==> src/rtl/core/rsfb_pkg.sv <==
// Shared types and constants for the feedback bus slave timing block.
package rsfb_pkg;

  localparam int unsigned RegW   = 8;
  localparam int unsigned CfgIdxW = 3;

  // Event kinds carried on the input side-band
  typedef enum logic [1:0] {
    FN_EDGE = 2'd0,
    FN_TICK = 2'd1,
    FN_SEND = 2'd2,
    FN_CONN = 2'd3
  } func_t;

  // Configuration register indexes
  typedef enum logic [CfgIdxW-1:0] {
    REG_OWN_ADDR  = 3'd0,
    REG_MAX_ADDR  = 3'd1,
    REG_IDLE_LIM  = 3'd2,
    REG_CYC_EDGES = 3'd3,
    REG_INACT_LIM = 3'd4
  } cfg_idx_t;

  // Register reset values
  localparam logic [RegW-1:0] OwnAddrRst  = 8'd0;
  localparam logic [RegW-1:0] MaxAddrRst  = 8'd128;
  localparam logic [RegW-1:0] IdleLimRst  = 8'd4;
  localparam logic [RegW-1:0] CycEdgesRst = 8'd130;
  localparam logic [RegW-1:0] InactLimRst = 8'd200;

  typedef struct packed {
    logic [RegW-1:0] own_address;
    logic [RegW-1:0] max_address;
    logic [RegW-1:0] idle_limit;
    logic [RegW-1:0] cycle_edges;
    logic [RegW-1:0] inactive_limit;
  } cfg_t;

  typedef struct packed {
    logic            tx_valid;
    logic [RegW-1:0] tx_byte;
    logic            bus_active;
    logic            link_connected;
    logic            send_pending;
  } res_t;

endpackage

==> src/rtl/core/rsfb_cfg.sv <==
// Configuration register bank for the feedback bus slave timing block.
module rsfb_cfg (
  input  logic                          clk,
  input  logic                          rst_n,
  input  logic                          cfg_we,
  input  logic [rsfb_pkg::CfgIdxW-1:0]  cfg_addr,
  input  logic [rsfb_pkg::RegW-1:0]     cfg_wdata,
  output rsfb_pkg::cfg_t                cfg
);
  import rsfb_pkg::*;

  cfg_t cfg_r;
  cfg_t cfg_nxt;

  // Register write decode; unknown indexes are ignored
  always_comb begin
    cfg_nxt = cfg_r;
    if (cfg_we) begin
      unique case (cfg_addr)
        REG_OWN_ADDR:  cfg_nxt.own_address    = cfg_wdata;
        REG_MAX_ADDR:  cfg_nxt.max_address    = cfg_wdata;
        REG_IDLE_LIM:  cfg_nxt.idle_limit     = cfg_wdata;
        REG_CYC_EDGES: cfg_nxt.cycle_edges    = cfg_wdata;
        REG_INACT_LIM: cfg_nxt.inactive_limit = cfg_wdata;
        default:       cfg_nxt = cfg_r;
      endcase
    end
  end

  always_ff @(posedge clk) begin
    if (!rst_n) begin
      cfg_r.own_address    <= OwnAddrRst;
      cfg_r.max_address    <= MaxAddrRst;
      cfg_r.idle_limit     <= IdleLimRst;
      cfg_r.cycle_edges    <= CycEdgesRst;
      cfg_r.inactive_limit <= InactLimRst;
    end else begin
      cfg_r <= cfg_nxt;
    end
  end

  assign cfg = cfg_r;

endmodule

==> src/rtl/core/rsfb_core.sv <==
// Bus timing and send handshake: one event update per evt_fire cycle.
module rsfb_core (
  input  logic                      clk,
  input  logic                      rst_n,
  input  logic                      evt_fire,
  input  rsfb_pkg::func_t           evt_func,
  input  logic [rsfb_pkg::RegW-1:0] evt_data,
  input  rsfb_pkg::cfg_t            cfg,
  output rsfb_pkg::res_t            res
);
  import rsfb_pkg::*;

  logic [RegW-1:0] polled_r,   polled_nxt;
  logic [RegW-1:0] idle_r,     idle_nxt;
  logic [RegW-1:0] inact_r,    inact_nxt;
  logic            active_r,   active_nxt;
  logic            conn_r,     conn_nxt;
  logic            pend_r,     pend_nxt;
  logic [RegW-1:0] pbyte_r,    pbyte_nxt;
  logic [RegW-1:0] idle_inc;
  logic [RegW-1:0] inact_inc;
  logic            own_turn;

  assign own_turn  = (cfg.own_address == polled_r) && active_r;
  assign idle_inc  = idle_r + RegW'(1);
  assign inact_inc = inact_r + RegW'(1);

  // Next state and result for the event in hand
  always_comb begin
    polled_nxt   = polled_r;
    idle_nxt     = idle_r;
    inact_nxt    = inact_r;
    active_nxt   = active_r;
    conn_nxt     = conn_r;
    pend_nxt     = pend_r;
    pbyte_nxt    = pbyte_r;
    res.tx_valid = 1'b0;
    res.tx_byte  = '0;
    unique case (evt_func)
      FN_EDGE: begin
        if (pend_r) begin
          if (own_turn) begin
            // address zero never transmits but still consumes the byte
            if (cfg.own_address != '0) begin
              res.tx_valid = 1'b1;
              res.tx_byte  = pbyte_r;
            end
            pend_nxt = 1'b0;
          end else if (cfg.own_address > cfg.max_address) begin
            pend_nxt = 1'b0;
          end
        end
        polled_nxt = polled_r + RegW'(1);
        idle_nxt   = '0;
      end
      FN_TICK: begin
        inact_nxt = inact_inc;
        idle_nxt  = idle_inc;
        // idle gap ends a polling cycle
        if (idle_inc > cfg.idle_limit) begin
          idle_nxt = '0;
          if (polled_r == cfg.cycle_edges) begin
            active_nxt = 1'b1;
            inact_nxt  = '0;
          end else begin
            active_nxt = 1'b0;
          end
          polled_nxt = '0;
        end
        // inactivity timeout
        if (inact_nxt >= cfg.inactive_limit) begin
          active_nxt = 1'b0;
          conn_nxt   = 1'b0;
          pend_nxt   = 1'b0;
          inact_nxt  = '0;
        end
      end
      FN_SEND: begin
        pbyte_nxt = evt_data;
        pend_nxt  = 1'b1;
      end
      FN_CONN: begin
        conn_nxt = 1'b1;
      end
      default: begin
        conn_nxt = conn_r;
      end
    endcase
    res.bus_active     = active_nxt;
    res.link_connected = conn_nxt;
    res.send_pending   = pend_nxt;
  end

  always_ff @(posedge clk) begin
    if (!rst_n) begin
      polled_r <= '0;
      idle_r   <= '0;
      inact_r  <= '0;
      active_r <= 1'b0;
      conn_r   <= 1'b0;
      pend_r   <= 1'b0;
      pbyte_r  <= '0;
    end else if (evt_fire) begin
      polled_r <= polled_nxt;
      idle_r   <= idle_nxt;
      inact_r  <= inact_nxt;
      active_r <= active_nxt;
      conn_r   <= conn_nxt;
      pend_r   <= pend_nxt;
      pbyte_r  <= pbyte_nxt;
    end
  end

endmodule

==> src/rtl/core/rs_bus_feedback_slave_timing.sv <==
// Top level of the feedback bus slave timing block.
//
// Input stream: one beat per event. in_tuser carries the event kind (bus edge,
// ms tick, send request, mark connected); in_tdata carries the byte to send.
// Output stream: exactly one beat per input beat, in order. out_tuser is the
// transmit strobe, out_tdata holds the byte to transmit (zero when no byte is
// handed out) and the active, connected and pending flags after the event.
// Configuration: cfg_we writes register cfg_addr with cfg_wdata, no read-back;
// write only while no beat is in flight.
// Pipeline: input register, then one combinational state update into the
// output register.
// Throughput: one beat per cycle unless stalled; the state registers update
// once per event as it passes from the input to the output register.
// Reset (rst_n low, synchronous): both stages empty, all timing state and
// flags cleared, registers at their defaults.
// Stall: while out_tready is low the output beat holds, one more beat waits in
// the input register, then in_tready drops until the output drains.
module rs_bus_feedback_slave_timing (
  input  logic                          clk,
  input  logic                          rst_n,
  input  logic                          in_tvalid,
  output logic                          in_tready,
  input  logic [7:0]                    in_tdata,  // [7:0] data_byte
  input  logic [1:0]                    in_tuser,  // [1:0] func
  output logic                          out_tvalid,
  input  logic                          out_tready,
  // [7:0] tx_byte, [8] bus_active, [9] link_connected, [10] send_pending, [15:11] zero
  output logic [15:0]                   out_tdata,
  output logic                          out_tuser, // [0] tx_valid
  input  logic                          cfg_we,
  input  logic [rsfb_pkg::CfgIdxW-1:0]  cfg_addr,
  input  logic [rsfb_pkg::RegW-1:0]     cfg_wdata
);
  import rsfb_pkg::*;

  cfg_t            cfg;
  res_t            res;
  logic            s1_valid_r;
  func_t           s1_func_r;
  logic [RegW-1:0] s1_data_r;
  logic            out_valid_r;
  res_t            out_res_r;
  logic            adv;
  logic            in_fire;

  assign adv       = s1_valid_r && (!out_valid_r || out_tready);
  assign in_tready = !s1_valid_r || !out_valid_r || out_tready;
  assign in_fire   = in_tvalid && in_tready;

  rsfb_cfg u_cfg (
    .clk      (clk),
    .rst_n    (rst_n),
    .cfg_we   (cfg_we),
    .cfg_addr (cfg_addr),
    .cfg_wdata(cfg_wdata),
    .cfg      (cfg)
  );

  rsfb_core u_core (
    .clk     (clk),
    .rst_n   (rst_n),
    .evt_fire(adv),
    .evt_func(s1_func_r),
    .evt_data(s1_data_r),
    .cfg     (cfg),
    .res     (res)
  );

  // Input register
  always_ff @(posedge clk) begin
    if (!rst_n) begin
      s1_valid_r <= 1'b0;
    end else if (in_tready) begin
      s1_valid_r <= in_tvalid;
    end
  end

  always_ff @(posedge clk) begin
    if (in_fire) begin
      s1_func_r <= func_t'(in_tuser);
      s1_data_r <= in_tdata;
    end
  end

  // Output register
  always_ff @(posedge clk) begin
    if (!rst_n) begin
      out_valid_r <= 1'b0;
    end else if (adv) begin
      out_valid_r <= 1'b1;
    end else if (out_tready) begin
      out_valid_r <= 1'b0;
    end
  end

  always_ff @(posedge clk) begin
    if (adv) begin
      out_res_r <= res;
    end
  end

  assign out_tvalid = out_valid_r;
  assign out_tuser  = out_res_r.tx_valid;
  assign out_tdata  = {5'b0, out_res_r.send_pending, out_res_r.link_connected,
                       out_res_r.bus_active, out_res_r.tx_byte};

endmodule

==> config.mk <==
export PLATFORM = sky130hd
export DESIGN_NAME = rs_bus_feedback_slave_timing
export DESIGN_NICKNAME = d
export VERILOG_FILES = /design/src/rtl/core/rsfb_pkg.sv /design/src/rtl/core/rsfb_cfg.sv /design/src/rtl/core/rsfb_core.sv /design/src/rtl/core/rs_bus_feedback_slave_timing.sv
export SDC_FILE = /design/constraint.sdc
export NUM_CORES = 1
export LEC_CHECK = 0
export BUFFER_PORTS_ARGS = -buffer_cell sky130_fd_sc_hd__clkbuf_2
export CAP_MARGIN = 40
export CORE_MARGIN = 10
export CORE_UTILIZATION = 62
export CTS_BUF_LIST = sky130_fd_sc_hd__clkbuf_8
export DETAILED_ROUTE_END_ITERATION = 8
export HOLD_SLACK_MARGIN = 0.02
export PLACE_DENSITY = 0.83
export RECOVER_POWER = 50
export REMOVE_ABC_BUFFERS = 1
export SYNTH_ARGS = -nofsm -noshare
export SYNTH_HDL_FRONTEND = slang
export SYNTH_SLANG_ARGS = --single-unit
==> constraint.sdc <==
create_clock -name clk -period 5.7 [get_ports clk]
set_clock_uncertainty 0.2 [all_clocks]
set_input_delay 1.14 -clock clk [delete_from_list [all_inputs] [get_ports clk]]
set_output_delay 1.14 -clock clk [all_outputs]
set_load 0.005 [all_outputs]
* Word level (Yosys, flattened, before mapping)
Cells that the tools add are included.
** Storage, ports and cells
- Memory bits (writable) :: 0
- Latch bits :: 0
- Logic and storage cells :: 83
- Register bits after elaboration :: 99
- Bits of input ports :: 26
- Output and inout port bits :: 19
- Memories kept :: 0
- ROM bits :: 0
** Operators by class
- $lt $le $gt $ge :: 3
- Multiply operators :: 0
- Bitwise operators :: 0
- Reductions and logical operators :: 24
- Equal/unequal tests :: 10
- Divide/modulo/power cells :: 0
- $add $sub $neg :: 3
- Shift operators :: 0
- Mux-type cells :: 22
** Operators by type and width (number)
- 8-bit 2-to-1 mux :: 6
- 8-bit one-hot mux with 2 select lines :: 2
- 8-bit by 1-bit adder with 8-bit output, second input constant :: 3
- 8-bit == test :: 2
- 8-bit > comparator :: 2
- 2-bit AND reduction :: 8
- 1-bit 2-to-1 mux :: 11
- 9-bit 2-to-1 mux :: 1
- 8-bit >= comparator :: 1
- 8-bit nonzero test :: 1
- 3-bit by 2-bit == test with 1-bit output, second input constant :: 2
- 3-bit AND reduction :: 2
- 2-bit == test, second input constant :: 2
- 4-bit AND reduction :: 1
- 2-bit nonzero test :: 2
- 3-bit by 1-bit == test with 1-bit output, second input constant :: 1
- 3-bit == test, second input constant :: 1
- 1-bit logical AND :: 3
- 3-bit logical NOT :: 1
- 1-bit logical OR :: 3
- 1-bit one-hot mux with 3 select lines :: 1
- 2-bit by 1-bit == test with 1-bit output, second input constant :: 1
- 1-bit logical NOT :: 2
- 2-bit logical NOT :: 1
- other kinds (2) :: 2

* Logic depth before layout (Yosys ltp)
Gate-level depths: netlist (run 1).
- Depth after elaboration :: 7
- Gate-level depth with buffers :: 18
- Depth with buffers taken out :: 17

* Modules after synthesis
A second synthesis (run 1) with hierarchy kept.
** Second synthesis, totals
- Cell total of the unflattened synthesis :: 535
- Area, all modules :: 5108.6 um^2
** Modules (own cells, without submodules)
- rsfb_core :: times used 1, cells each 348, area each 2753.9 um^2, sequential area each 700.7 um^2
- rsfb_cfg :: times used 1, cells each 150, area each 1549.0 um^2, sequential area each 800.8 um^2
- rs_bus_feedback_slave_timing :: times used 1, cells each 37, area each 805.8 um^2, sequential area each 700.7 um^2

* Worst setup path before layout (run 1)
Ideal clock, no wire load.
- Path kind :: reg-to-reg
- Start :: register u_core.idle_r[2]
- End :: register u_core.inact_r[2]
- Setup slack :: 1.291 ns
- Period minus slack after synthesis :: 4.409 ns
- Stages on the path, launching flop included :: 18
- Data required time :: 5.442 ns
- Path buffers :: 1
- Library setup time :: 0.058 ns
- Arrival time :: 4.152 ns
- Cells stage by stage :: dfxtp_1 -> nand3_1 -> nor2_1 -> nand3_1 -> xnor2_1 -> ha_1 -> nand4_1 -> o21ai_0 -> a21oi_2 -> buf_4 -> or2_2 -> ha_1 -> nand2b_4 -> a2111o_1 -> a211oi_4 -> nand2_1 -> nor4b_1 -> a221o_2
** Between the ends
- Cells in the longest elaborated chain, start to end :: 6
** Ends and longest elaborated chain
- start: declaration :: line rsfb_core.sv:14 : logic [RegW-1:0] idle_r, idle_nxt;
- start signal: assignment :: line rsfb_core.sv:105 : idle_r <= idle_nxt;
- 8-bit by 1-bit adder with 8-bit output * :: line rsfb_core.sv:25 : assign idle_inc = idle_r + RegW'(1);
- 8-bit > comparator * :: line rsfb_core.sv:60 : if (idle_inc > cfg.idle_limit) begin
- 8-bit 2-to-1 mux * :: line rsfb_core.sv:60
- 8-bit 2-to-1 mux * :: line rsfb_core.sv:39 : unique case (evt_func)
- 8-bit >= comparator :: line rsfb_core.sv:71 : if (inact_nxt >= cfg.inactive_limit) begin
- 8-bit 2-to-1 mux * :: line rsfb_core.sv:71
- end signal: assignment :: line rsfb_core.sv:106 : inact_r <= inact_nxt;
- end: declaration :: line rsfb_core.sv:15 : logic [RegW-1:0] inact_r, inact_nxt;
Every way passes the cells marked *; elsewhere a longest branch is shown, timed or not. The select of a mux whose other input is x is not followed.
A chain may end at the register's enable or synchronous reset.

* Worst setup path after layout (run 1)
Same ends and word-level chain as after synthesis.

==> impl_metrics.ini, run 1 <==
[run_status]
status = completed

[setup_path]
path_class = flip-flop to flip-flop
reg2reg_slack_ps = 610
crit_path_max_fanout = 19
rr_startpoint = u_core.idle_r[2]
ff2ff_path_depth = 17
r2r-end = u_core.inact_r[2]
start_kind = flip-flop
required_ps = 5810
cp.arrival_ps = 5200
end_kind = flip-flop

[die]
core.rowCount = 32
initial_core_util_pct = 63.9
chipHeight_um = 109
fp.dieW_um = 109
ioPinCount = 45
core-area_sq_um = 7770
dieArea_sq_um = 12000

[sta]
fmax_mhz = 196
hold_viol = 0
grt_setup_unrepaired = false
slew_headroom_pct = 44.3
drv_slew = 0
min_period_ps = 5090
tightest_slew_ps = 835
setup_viol = 0
setup_ws_ps = 607
fin_setup_tns_ps = 0
period_share_pct = 89.3

[clock_network]
cts.htree.levels = 3
insertion_delay_ps = 370
cts_resized = 0
cts_buffer_depth = 2
cts_buffers = 9
cts-root-buf = clkbuf_8
tritoncts = yes
cts_hold_buf = 0
clk_pin_slew_ps = 90
clock-sinks = 99
post_cts_buffers = 0

[cells_and_area]
drive_above_1_share_pct = 10.8
postLayoutCellArea_sq_um = 5390
antennaDiodeCount = 0
final_util_pct = 69.3
final_nets = 639
nFillCells = 622
synthToLayoutAreaGrowth_pct = 8.58

[placement]
io_buffers = 39
pre_cts_ws_ps = 630
dpl.hpwl_um = 7760
place_area_sq_um = 5210
gp_congestion = 0.870

[pwr]
p_leak_nw = 2.06
p_per_area_nw_per_um2 = 240
total_power_mw = 1.29
vdd_drop_max_v = 0.000155

[global_route]
grt_overflow = 0
antenna_found_initial = 0
gr-usage-all-layers_pct = 18.0
grt_first_pass_wirelength_um = 17400
grt_pass1_vias = 3780
grt_max_degree = 51

[worst_hold_path]
hold_start = u_core.pbyte_r[0]
min_to = u_core.pbyte_r[0]
min_path_type = flip-flop to flip-flop
min_delay_path_depth = 2

[logic_synthesis]
synth_edf_count = 22
synth_sequential_area_ratio_pct = 44.4
yosysWarningCount = 0
ys_ff_latch = 99
synth_cells = 556
async_flop_share_pct = 0
ys_types = 55
ys.flop_type = dfxtp_1
avgSynthCellArea_sq_um = 8.92
syn_area_sq_um = 4960

[routing]
drtPass1Iterations = 6
first_iter_violations = 230
via_per_inst = 5.64
wl_per_cell_um = 15.2
drt_wl_total_um = 10500
ant_nets = 0
route.detailed.drc = 0
num_vias = 3906

[job]
cap_viol_max_count = 0
==> state kept, by name, indices dropped and copies added (netlist names) <==
| signal | cells |
|---|---|
| u_core.idle_r | 8 |
| out_tvalid | 1 |
| out_tdata | 11 |
| s1_func_r | 2 |
| u_core.pend_r | 1 |
| s1_data_r | 8 |
| s1_valid_r | 1 |
| u_core.conn_r | 1 |
| u_core.polled_r | 8 |
| u_core.pbyte_r | 8 |
| u_core.active_r | 1 |
| out_tuser | 1 |
| u_core.inact_r | 8 |
| u_cfg.cfg | 40 |
==> cell usage after synthesis (all sizes together) (2+ instances only) <==
cell	number	area share, %
nand2	114	8.6
dfxtp	77	31
a21boi	45	6.8
ha	27	6.8
inv	26	2.0
nor2	26	2.0
nand3	25	2.5
edfxtp	22	13
a21oi	18	1.9
clkbuf	18	1.4
xor2	18	3.2
o21ai	17	1.7
and2	16	2.0
xnor2	14	2.5
nand4	10	1.3
buf	9	1.2
nor2b	9	1.1
o211ai	7	1.1
a221o	6	1.3
nor3	6	0.83
or2	6	0.76
and3	5	0.66
nor4	5	0.63
o31ai	3	0.45
or3	3	0.38
a211oi	2	0.56
a31oi	2	0.25
nand2b	2	0.40
nor4b	2	0.35
or4	2	0.30
==> layer usage <==
layer / wire, um / global-route usage (%) / vias to the layer above
met1: 4520 / 21.9 / 1825
met3: 659 / 5.03 / 18
met2: 5190 / 30.4 / 92
met4: 180 / 5.58 / 0
li1: - / - / 1971
met5: 0 / 0 / -
==> worst max path at each step <==
stage                startpoint                end  slack, ps  cells after the start
3_5_place_dp   u_core.idle_r[0]  u_core.inact_r[2]        630                     17
5_1_grt        u_core.idle_r[2]  u_core.inact_r[4]        230                     17
6_report       u_core.idle_r[2]  u_core.inact_r[2]        610                     17
4_1_cts        u_core.idle_r[2]  u_core.inact_r[2]        620                     17
3_3_place_gp   u_core.idle_r[2]  u_core.inact_r[5]        840                     16
2_1_floorplan  u_core.idle_r[2]  u_core.inact_r[2]       1300                     16
==> layout by cell type (no fill, tap or decap), types with 5 or more instances in the layout <==
cell	Yosys	layout
or2_2	6	6
o21ai_0	16	16
nand4_1	10	10
nand3_1	25	25
nor2_1	26	26
inv_1	26	26
nor4_1	5	5
a21boi_0	44	44
conb_1	1	5
dfxtp_1	77	77
ha_1	27	27
clkbuf_8	0	9
nand2_1	114	114
clkbuf_2	0	29
and2_1	15	13
xor2_1	18	18
edfxtp_1	22	22
clkbuf_1	18	11
nor2b_1	9	9
o211ai_1	7	7
xnor2_1	14	14
nor3_1	5	5
a21oi_1	17	17
==> critical path, stage by stage, from the launching register on <==
cell	delay, ps
dfxtp_1	410
nand3_1	170
nor2_1	260
nand3_1	130
xnor2_1	210
ha_1	290
nand4_1	130
nor2_1	60
a211o_1	280
a21oi_2	690
or2_2	240
ha_1	220
nand2b_4	140
a2111o_1	440
a211oi_4	390
nand2_1	270
nor3_4	280
a221o_2	200
==> logic make-up (layout without fill, tap and decap cells) <==
family	after synthesis	in the layout	share of synthesized area (%)
adders and majority gates	27	27	6.81
other	1	5	0.0756
DFF	99	99	44.4
xor gates and xnor gates	32	32	5.65
and+or+nand+nor	237	237	22.9
AOI/OAI and AO/OA	107	107	15.6
buffers and inverters	53	84	4.52
==> area by class of cell <==
type                            instances  area, sq um  area share, %
Multi-Input combinational cell        408         2550           47.3
Sequential cell                        99         2200           40.9
Tap cell                              102          128           2.37
Inverter                               26         97.6           1.81
Clock buffer                            9          124           2.30
Clock inverter                          7         71.3           1.32
Timing Repair Buffer                   42          214           3.97
==> metrics by stage <==
| step | hold WS [ps] | instances |
|---|---|---|
| after floorplan | 239 | 533 |
| after detailed placement | 253 | 677 |
| final | 265 | 693 |
| after global routing | 294 | 693 |
| after global placement | 255 | 676 |
| after CTS | 267 | 693 |
==> report_power, final <==
group	internal, mW	switching, mW
clock	0.205	0.245
combinational	0.0356	0.0568
sequential	0.735	0.0125
(Power assumes the default switching activity.)
==> run 2: changes to the inputs <==
--- a/config.mk
+++ b/config.mk
@@ -17,4 +17,5 @@
 export REMOVE_ABC_BUFFERS = 1
 export SYNTH_ARGS = -nofsm -noshare
 export SYNTH_HDL_FRONTEND = slang
+export SYNTH_HIERARCHICAL = 1
 export SYNTH_SLANG_ARGS = --single-unit
==> run 2 against run 1 <==
  * The flow now finishes with violations (capacitance limit, slew limit)
  * Worst setup slack improved by 290 ps
  * Sequential power about the same
  * First-iteration DRC count increased by 14%
  * Largest cell class unchanged
  * Worst hold slack improved by 1.7 ps
  * Area after synthesis increased by 3.0%
  * Sequential cell count unchanged
  * Wire length increased by 2.2%
==> impl_metrics.ini, run 2 <==
[routing]
drtPass1Iterations = 5
route.detailed.drc = 0
ant_nets = 0
drt_wl_total_um = 10800
via_per_inst = 5.66
first_iter_violations = 262
num_vias = 3795
wl_per_cell_um = 16.1

[logic_synthesis]
ys.flop_type = dfxtp_1
yosys.area.top_type_share_pct = 30.2
synth_common_cells = 83 x nand2_1, 77 x dfxtp_1, 40 x mux2i_1
ys_types = 65
synth.most_common_cell = nand2_1
ys_ff_latch = 99
async_flop_share_pct = 0
synth_edf_count = 22
synth.top_cells.by_area = dfxtp_1 30%, edfxtp_1 13%, mux2i_1 7.8%
synth_cells = 535
yosysTopAreaCell = dfxtp_1
syn_area_sq_um = 5110
yosysWarningCount = 6
avgSynthCellArea_sq_um = 9.55
synth_sequential_area_ratio_pct = 43.1

[placement]
place_area_sq_um = 5300
gp_congestion = 0.862
pre_cts_ws_ps = 1100
io_buffers = 39
dpl.hpwl_um = 7940

[sta]
hold_viol = 0
fmax_mhz = 208
tightest_slew_ps = 1750
slew_headroom_pct = -16.4
period_share_pct = 84.3
setup_ws_ps = 897
grt_setup_unrepaired = false
drv_slew = 46
fin_setup_tns_ps = 0
setup_viol = 0
min_period_ps = 4800

[clock_network]
post_cts_buffers = 0
cts_hold_buf = 0
cts_buffer_depth = 2
clk_pin_slew_ps = 100
tritoncts = yes
cts.htree.levels = 3
clock-sinks = 99
cts_buffers = 9
cts-root-buf = clkbuf_8
cts_resized = 0
insertion_delay_ps = 370

[global_route]
gr-usage-all-layers_pct = 17.1
grt_max_degree = 46
grt_first_pass_wirelength_um = 17700
grt_pass1_vias = 3769
antenna_found_initial = 0
grt_overflow = 0

[setup_path]
slowest_delay_ps = 680
start_kind = flip-flop
crit_path_cell_trace = ha_1 > nand3_1 > nor2_1 > xor2_1 > ha_1 > o21ai_0 > nor2_1 > o311ai_4 > a21boi_0 > ha_1 > a21oi_1 > nand3_1 > nor2_1 > nand4_2 > o22ai_1
cp_num_buf_inv = 0
end_kind = flip-flop
crit_family = compound AO/OA/AOI/OAI gates
cpMaxStageDelayCell = o311ai_4
path_class = flip-flop to flip-flop
required_ps = 5780
crit_path_max_fanout = 19
cp.arrival_ps = 4880

[die]
fp.dieW_um = 111
ioPinCount = 45
chipHeight_um = 111
initial_core_util_pct = 62.8
core-area_sq_um = 8130
core.rowCount = 33
dieArea_sq_um = 12300

[cells_and_area]
final_nets = 614
synthToLayoutAreaGrowth_pct = 7.13
largest_register_ffs = 40
final_common_cell = nand2_1
final_cell_mix = 83 x nand2_1, 77 x dfxtp_1, 40 x mux2i_1
postLayoutCellArea_sq_um = 5470
drive_above_1_share_pct = 11.3
antennaDiodeCount = 0
final_util_pct = 67.3

[run_status]
violations = capacitance limit, slew limit
status = finished with violations

[pwr]
p_per_area_nw_per_um2 = 238
p_leak_nw = 2.20
vdd_drop_max_v = 0.000149

[worst_hold_path]
min_path_type = flip-flop to flip-flop

[job]
cap_viol_max_count = 2
==> run 2: cell families after synthesis <==
group | share of synthesized area [%]
mux | 7.84
compound gates | 11.5
flops | 43.1
xor+xnor | 5.12
simple gates | 19.6
other cells | 0.0734
fa+ha+maj | 6.61
buf+inv | 6.15
==> run 2: final timing paths <==
check	cells after the start	from	endpoint	slack (ps)
max	15	u_core/idle_r[0]	u_core/inact_r[3]	900
min reg2reg	2	u_cfg/cfg[4]	u_cfg/cfg[4]	270
max reg2reg	15	u_core/idle_r[0]	u_core/inact_r[3]	900
min	2	u_cfg/cfg[4]	u_cfg/cfg[4]	270
==> run 2: layer usage <==
metal | track usage [%] | wire length, um | up-vias
li1 | - | - | 1897
met1 | 20.3 | 4690 | 1788
met2 | 29.0 | 5390 | 92
met3 | 3.68 | 485 | 18
met4 | 7.64 | 224 | 0
met5 | 0 | 0 | -
==> run 2: layout make-up <==
| cell class | instances | area (sq um) |
|---|---|---|
| inverter | 35 | 131 |
| clock buffer | 9 | 124 |
| multi-input combinational | 374 | 2600 |
| fill | 628 | 2660 |
| timing repair buffer | 42 | 196 |
| tap | 105 | 131 |
| sequential | 99 | 2200 |
| clock inverter | 7 | 86.3 |
==> run 2: report_power, final <==
part | switching (mW) | internal, mW
sequential | 0.0121 | 0.733
clock | 0.256 | 0.211
combinational | 0.0537 | 0.0377
total | 0.322 | 0.982
==> run 2: per-stage QoR <==
step                total power, mW  hold slack (ps)  cells
global route                   1.35              285    671
floorplan                     0.813              235    508
finish                         1.30              266    671
CTS                            1.32              266    671
detailed placement            0.853              247    655
global placement              0.849              244    655
==> run 2: tightest hold or removal path, delay by kind of cell, from the launching register on <==
kind | cells | cell delay, ps
multiplexers | 1 | 60
flip-flops | 1 | 320
AND/OR/NAND/NOR | 1 | 50
==> run 3: changes to the inputs <==
--- a/config.mk
+++ b/config.mk
@@ -8,11 +8,11 @@
 export BUFFER_PORTS_ARGS = -buffer_cell sky130_fd_sc_hd__clkbuf_2
 export CAP_MARGIN = 40
 export CORE_MARGIN = 10
-export CORE_UTILIZATION = 62
+export CORE_UTILIZATION = 56
 export CTS_BUF_LIST = sky130_fd_sc_hd__clkbuf_8
 export DETAILED_ROUTE_END_ITERATION = 8
 export HOLD_SLACK_MARGIN = 0.02
-export PLACE_DENSITY = 0.83
+export PLACE_DENSITY = 0.79
 export RECOVER_POWER = 50
 export REMOVE_ABC_BUFFERS = 1
 export SYNTH_ARGS = -nofsm -noshare
==> constraint.sdc (replaced) <==
create_clock -name clk -period 3.9 [get_ports clk]
set_clock_uncertainty 0.2 [all_clocks]
set_input_delay 0.78 -clock clk [delete_from_list [all_inputs] [get_ports clk]]
set_output_delay 0.78 -clock clk [all_outputs]
set_load 0.005 [all_outputs]
==> run 3 against run 2 <==
  * The run still ends with capacitance limit, slew limit left
  * Count of clock-buffer cells in the layout is the same
  * Design area rose by 3.9%
  * Sequential power is 46% higher
  * Sequential cell count unchanged
  * Critical path depth is 1 higher
  * Final cell count grew 3.1%
  * Combinational power up 51%
  * Maximum frequency up 23%
  * Critical path type unchanged
  * Largest cell class unchanged
==> impl_metrics.ini, run 3 (same netlist as run 2, synthesis figures left out) <==
[die]
core.rowCount = 34
core-area_sq_um = 8810
chipHeight_um = 116
ioPinCount = 45
fp.dieW_um = 116
initial_core_util_pct = 58.0
dieArea_sq_um = 13300

[sta]
hold_viol = 0
tightest_slew_ps = 1570
min_period_ps = 3890
period_share_pct = 99.8
slew_headroom_pct = -4.56
fmax_mhz = 257
setup_viol = 0
drv_slew = 41

[cells_and_area]
final_cell_mix = 83 x nand2_1, 74 x dfxtp_1, 40 x mux2i_1
synthToLayoutAreaGrowth_pct = 11.3
final_nets = 632
regArea_sq_um = 2210
antennaDiodeCount = 0
multi_input_area_sq_um = 2660
largest_register_ffs = 40
postLayoutCellArea_sq_um = 5680
final_common_cell = nand2_1
nFillCells = 716
drive_above_1_share_pct = 17.0

[global_route]
grt_overflow = 0
grt_pass1_vias = 3877
grt_first_pass_wirelength_um = 18500
gr-usage-all-layers_pct = 17.1
antenna_found_initial = 0
grt_max_degree = 41

[routing]
wl_per_cell_um = 16.8
highest_layer = met4
via_per_inst = 5.66
wirelength_met1_um = 5110
drt_wl_total_um = 11600
first_iter_violations = 324
wl_met3_um = 457
ant_nets = 0
route.detailed.drc = 0
num_vias = 3915
drtPass1Iterations = 6
met2_length_um = 5820

[pwr]
p_leak_nw = 2.33
vdd_drop_max_v = 0.000181
netSwitchingFraction_pct = 23.3
total_power_mw = 1.93
combPwrFrac_pct = 7.2
p_sw_uw = 449
internal_power_mw = 1.48
pwr-share-seq_pct = 56.4
clockPowerShare_pct = 36.5
p_per_area_nw_per_um2 = 340

[setup_path]
required_ps = 3940
ff2ff_path_depth = 16
crit_path_max_fanout = 12
cp.arrival_ps = 3940
start_kind = flip-flop
end_kind = flip-flop
path_class = flip-flop to flip-flop

[placement]
io_buffers = 39
gp_congestion = 0.832
dpl.hpwl_um = 8170
place_area_sq_um = 5400

[worst_hold_path]
min_delay_path_depth = 2
min_path_type = flip-flop to flip-flop

[job]
cap_viol_max_count = 1

[clock_network]
cts_buffers = 9
cts_hold_buf = 0
cts.htree.levels = 3
cts_buffer_depth = 2
tritoncts = yes
clk_pin_slew_ps = 90
cts-root-buf = clkbuf_8
clock-sinks = 99
insertion_delay_ps = 360

[run_status]
violations = capacitance limit, slew limit
status = finished with violations
[run 3: path summary, 6_finish.rpt]
path | slack [ps] | end | startpoint
min reg2reg | 270 | u_cfg/cfg[28] | u_cfg/cfg[28]
min | 270 | u_cfg/cfg[28] | u_cfg/cfg[28]
max | 6 | u_core/pend_r | u_core/idle_r[3]
max reg2reg | 6 | u_core/pend_r | u_core/idle_r[3]
[run 3: through the flow]
step | setup WS, ps | instances | utilization, % | hold WS (ps) | TNS, ps
detailed placement | -153 | 669 | 61.3 | 250 | -626
CTS | 35.4 | 689 | 64.1 | 267 | 0
global placement | 78.9 | 668 | 61.2 | 244 | 0
floorplan | -10.2 | 508 | - | 235 | -10.2
finish | 6.33 | 692 | 64.5 | 266 | 0
global route | -116 | 692 | 64.5 | 294 | -933
[run 3: power by group through the flow]
stage	Sequential, mW	Combinational [mW]	Clock (mW)
3_3_place_gp	1.11	0.133	0
4_1_cts	1.09	0.140	0.711
3_5_place_dp	1.11	0.139	0
6_report	1.09	0.138	0.704
2_1_floorplan	1.11	0.0801	0
5_1_grt	1.09	0.154	0.749
[run 3: worst max-delay path, cell delays in order, from the launching register on]
cell and delay, ps:
dfxtp_2 380, nand2_1 110, nor2_4 170, xor2_1 200, ha_1 290, a211oi_2 220, nor2_2 90, o311ai_4 420
buf_4 210, nand2b_1 90, ha_1 310, o21ai_2 190, a221oi_2 110, nor2_1 170, buf_6 170, o21ai_0 100
a221oi_1 360
[run 3: layout make-up]
class / count / area share, %
clock buffer: 9 / 2.18
sequential: 99 / 38.9
inverter: 35 / 2.31
clock inverter: 7 / 1.52
timing repair buffer: 60 / 5.92
multi-input combinational: 374 / 46.8
tap: 108 / 2.38
[run 3: what timing repair did]
| item | 4_1_cts | 5_1_grt |
|---|---|---|
| pin swaps | 1 | 9 |
| gates resized for setup | 5 | 21 |
| setup buffers | 4 | 3 |
| setup endpoints to repair | 11 | 14 |
[run 3: layer usage]
metal  vias up  track usage, %
met2        89            29.2
met4         0            5.41
met1      1876            21.3
met5         -               0
met3        23            3.31
li1       1927               -
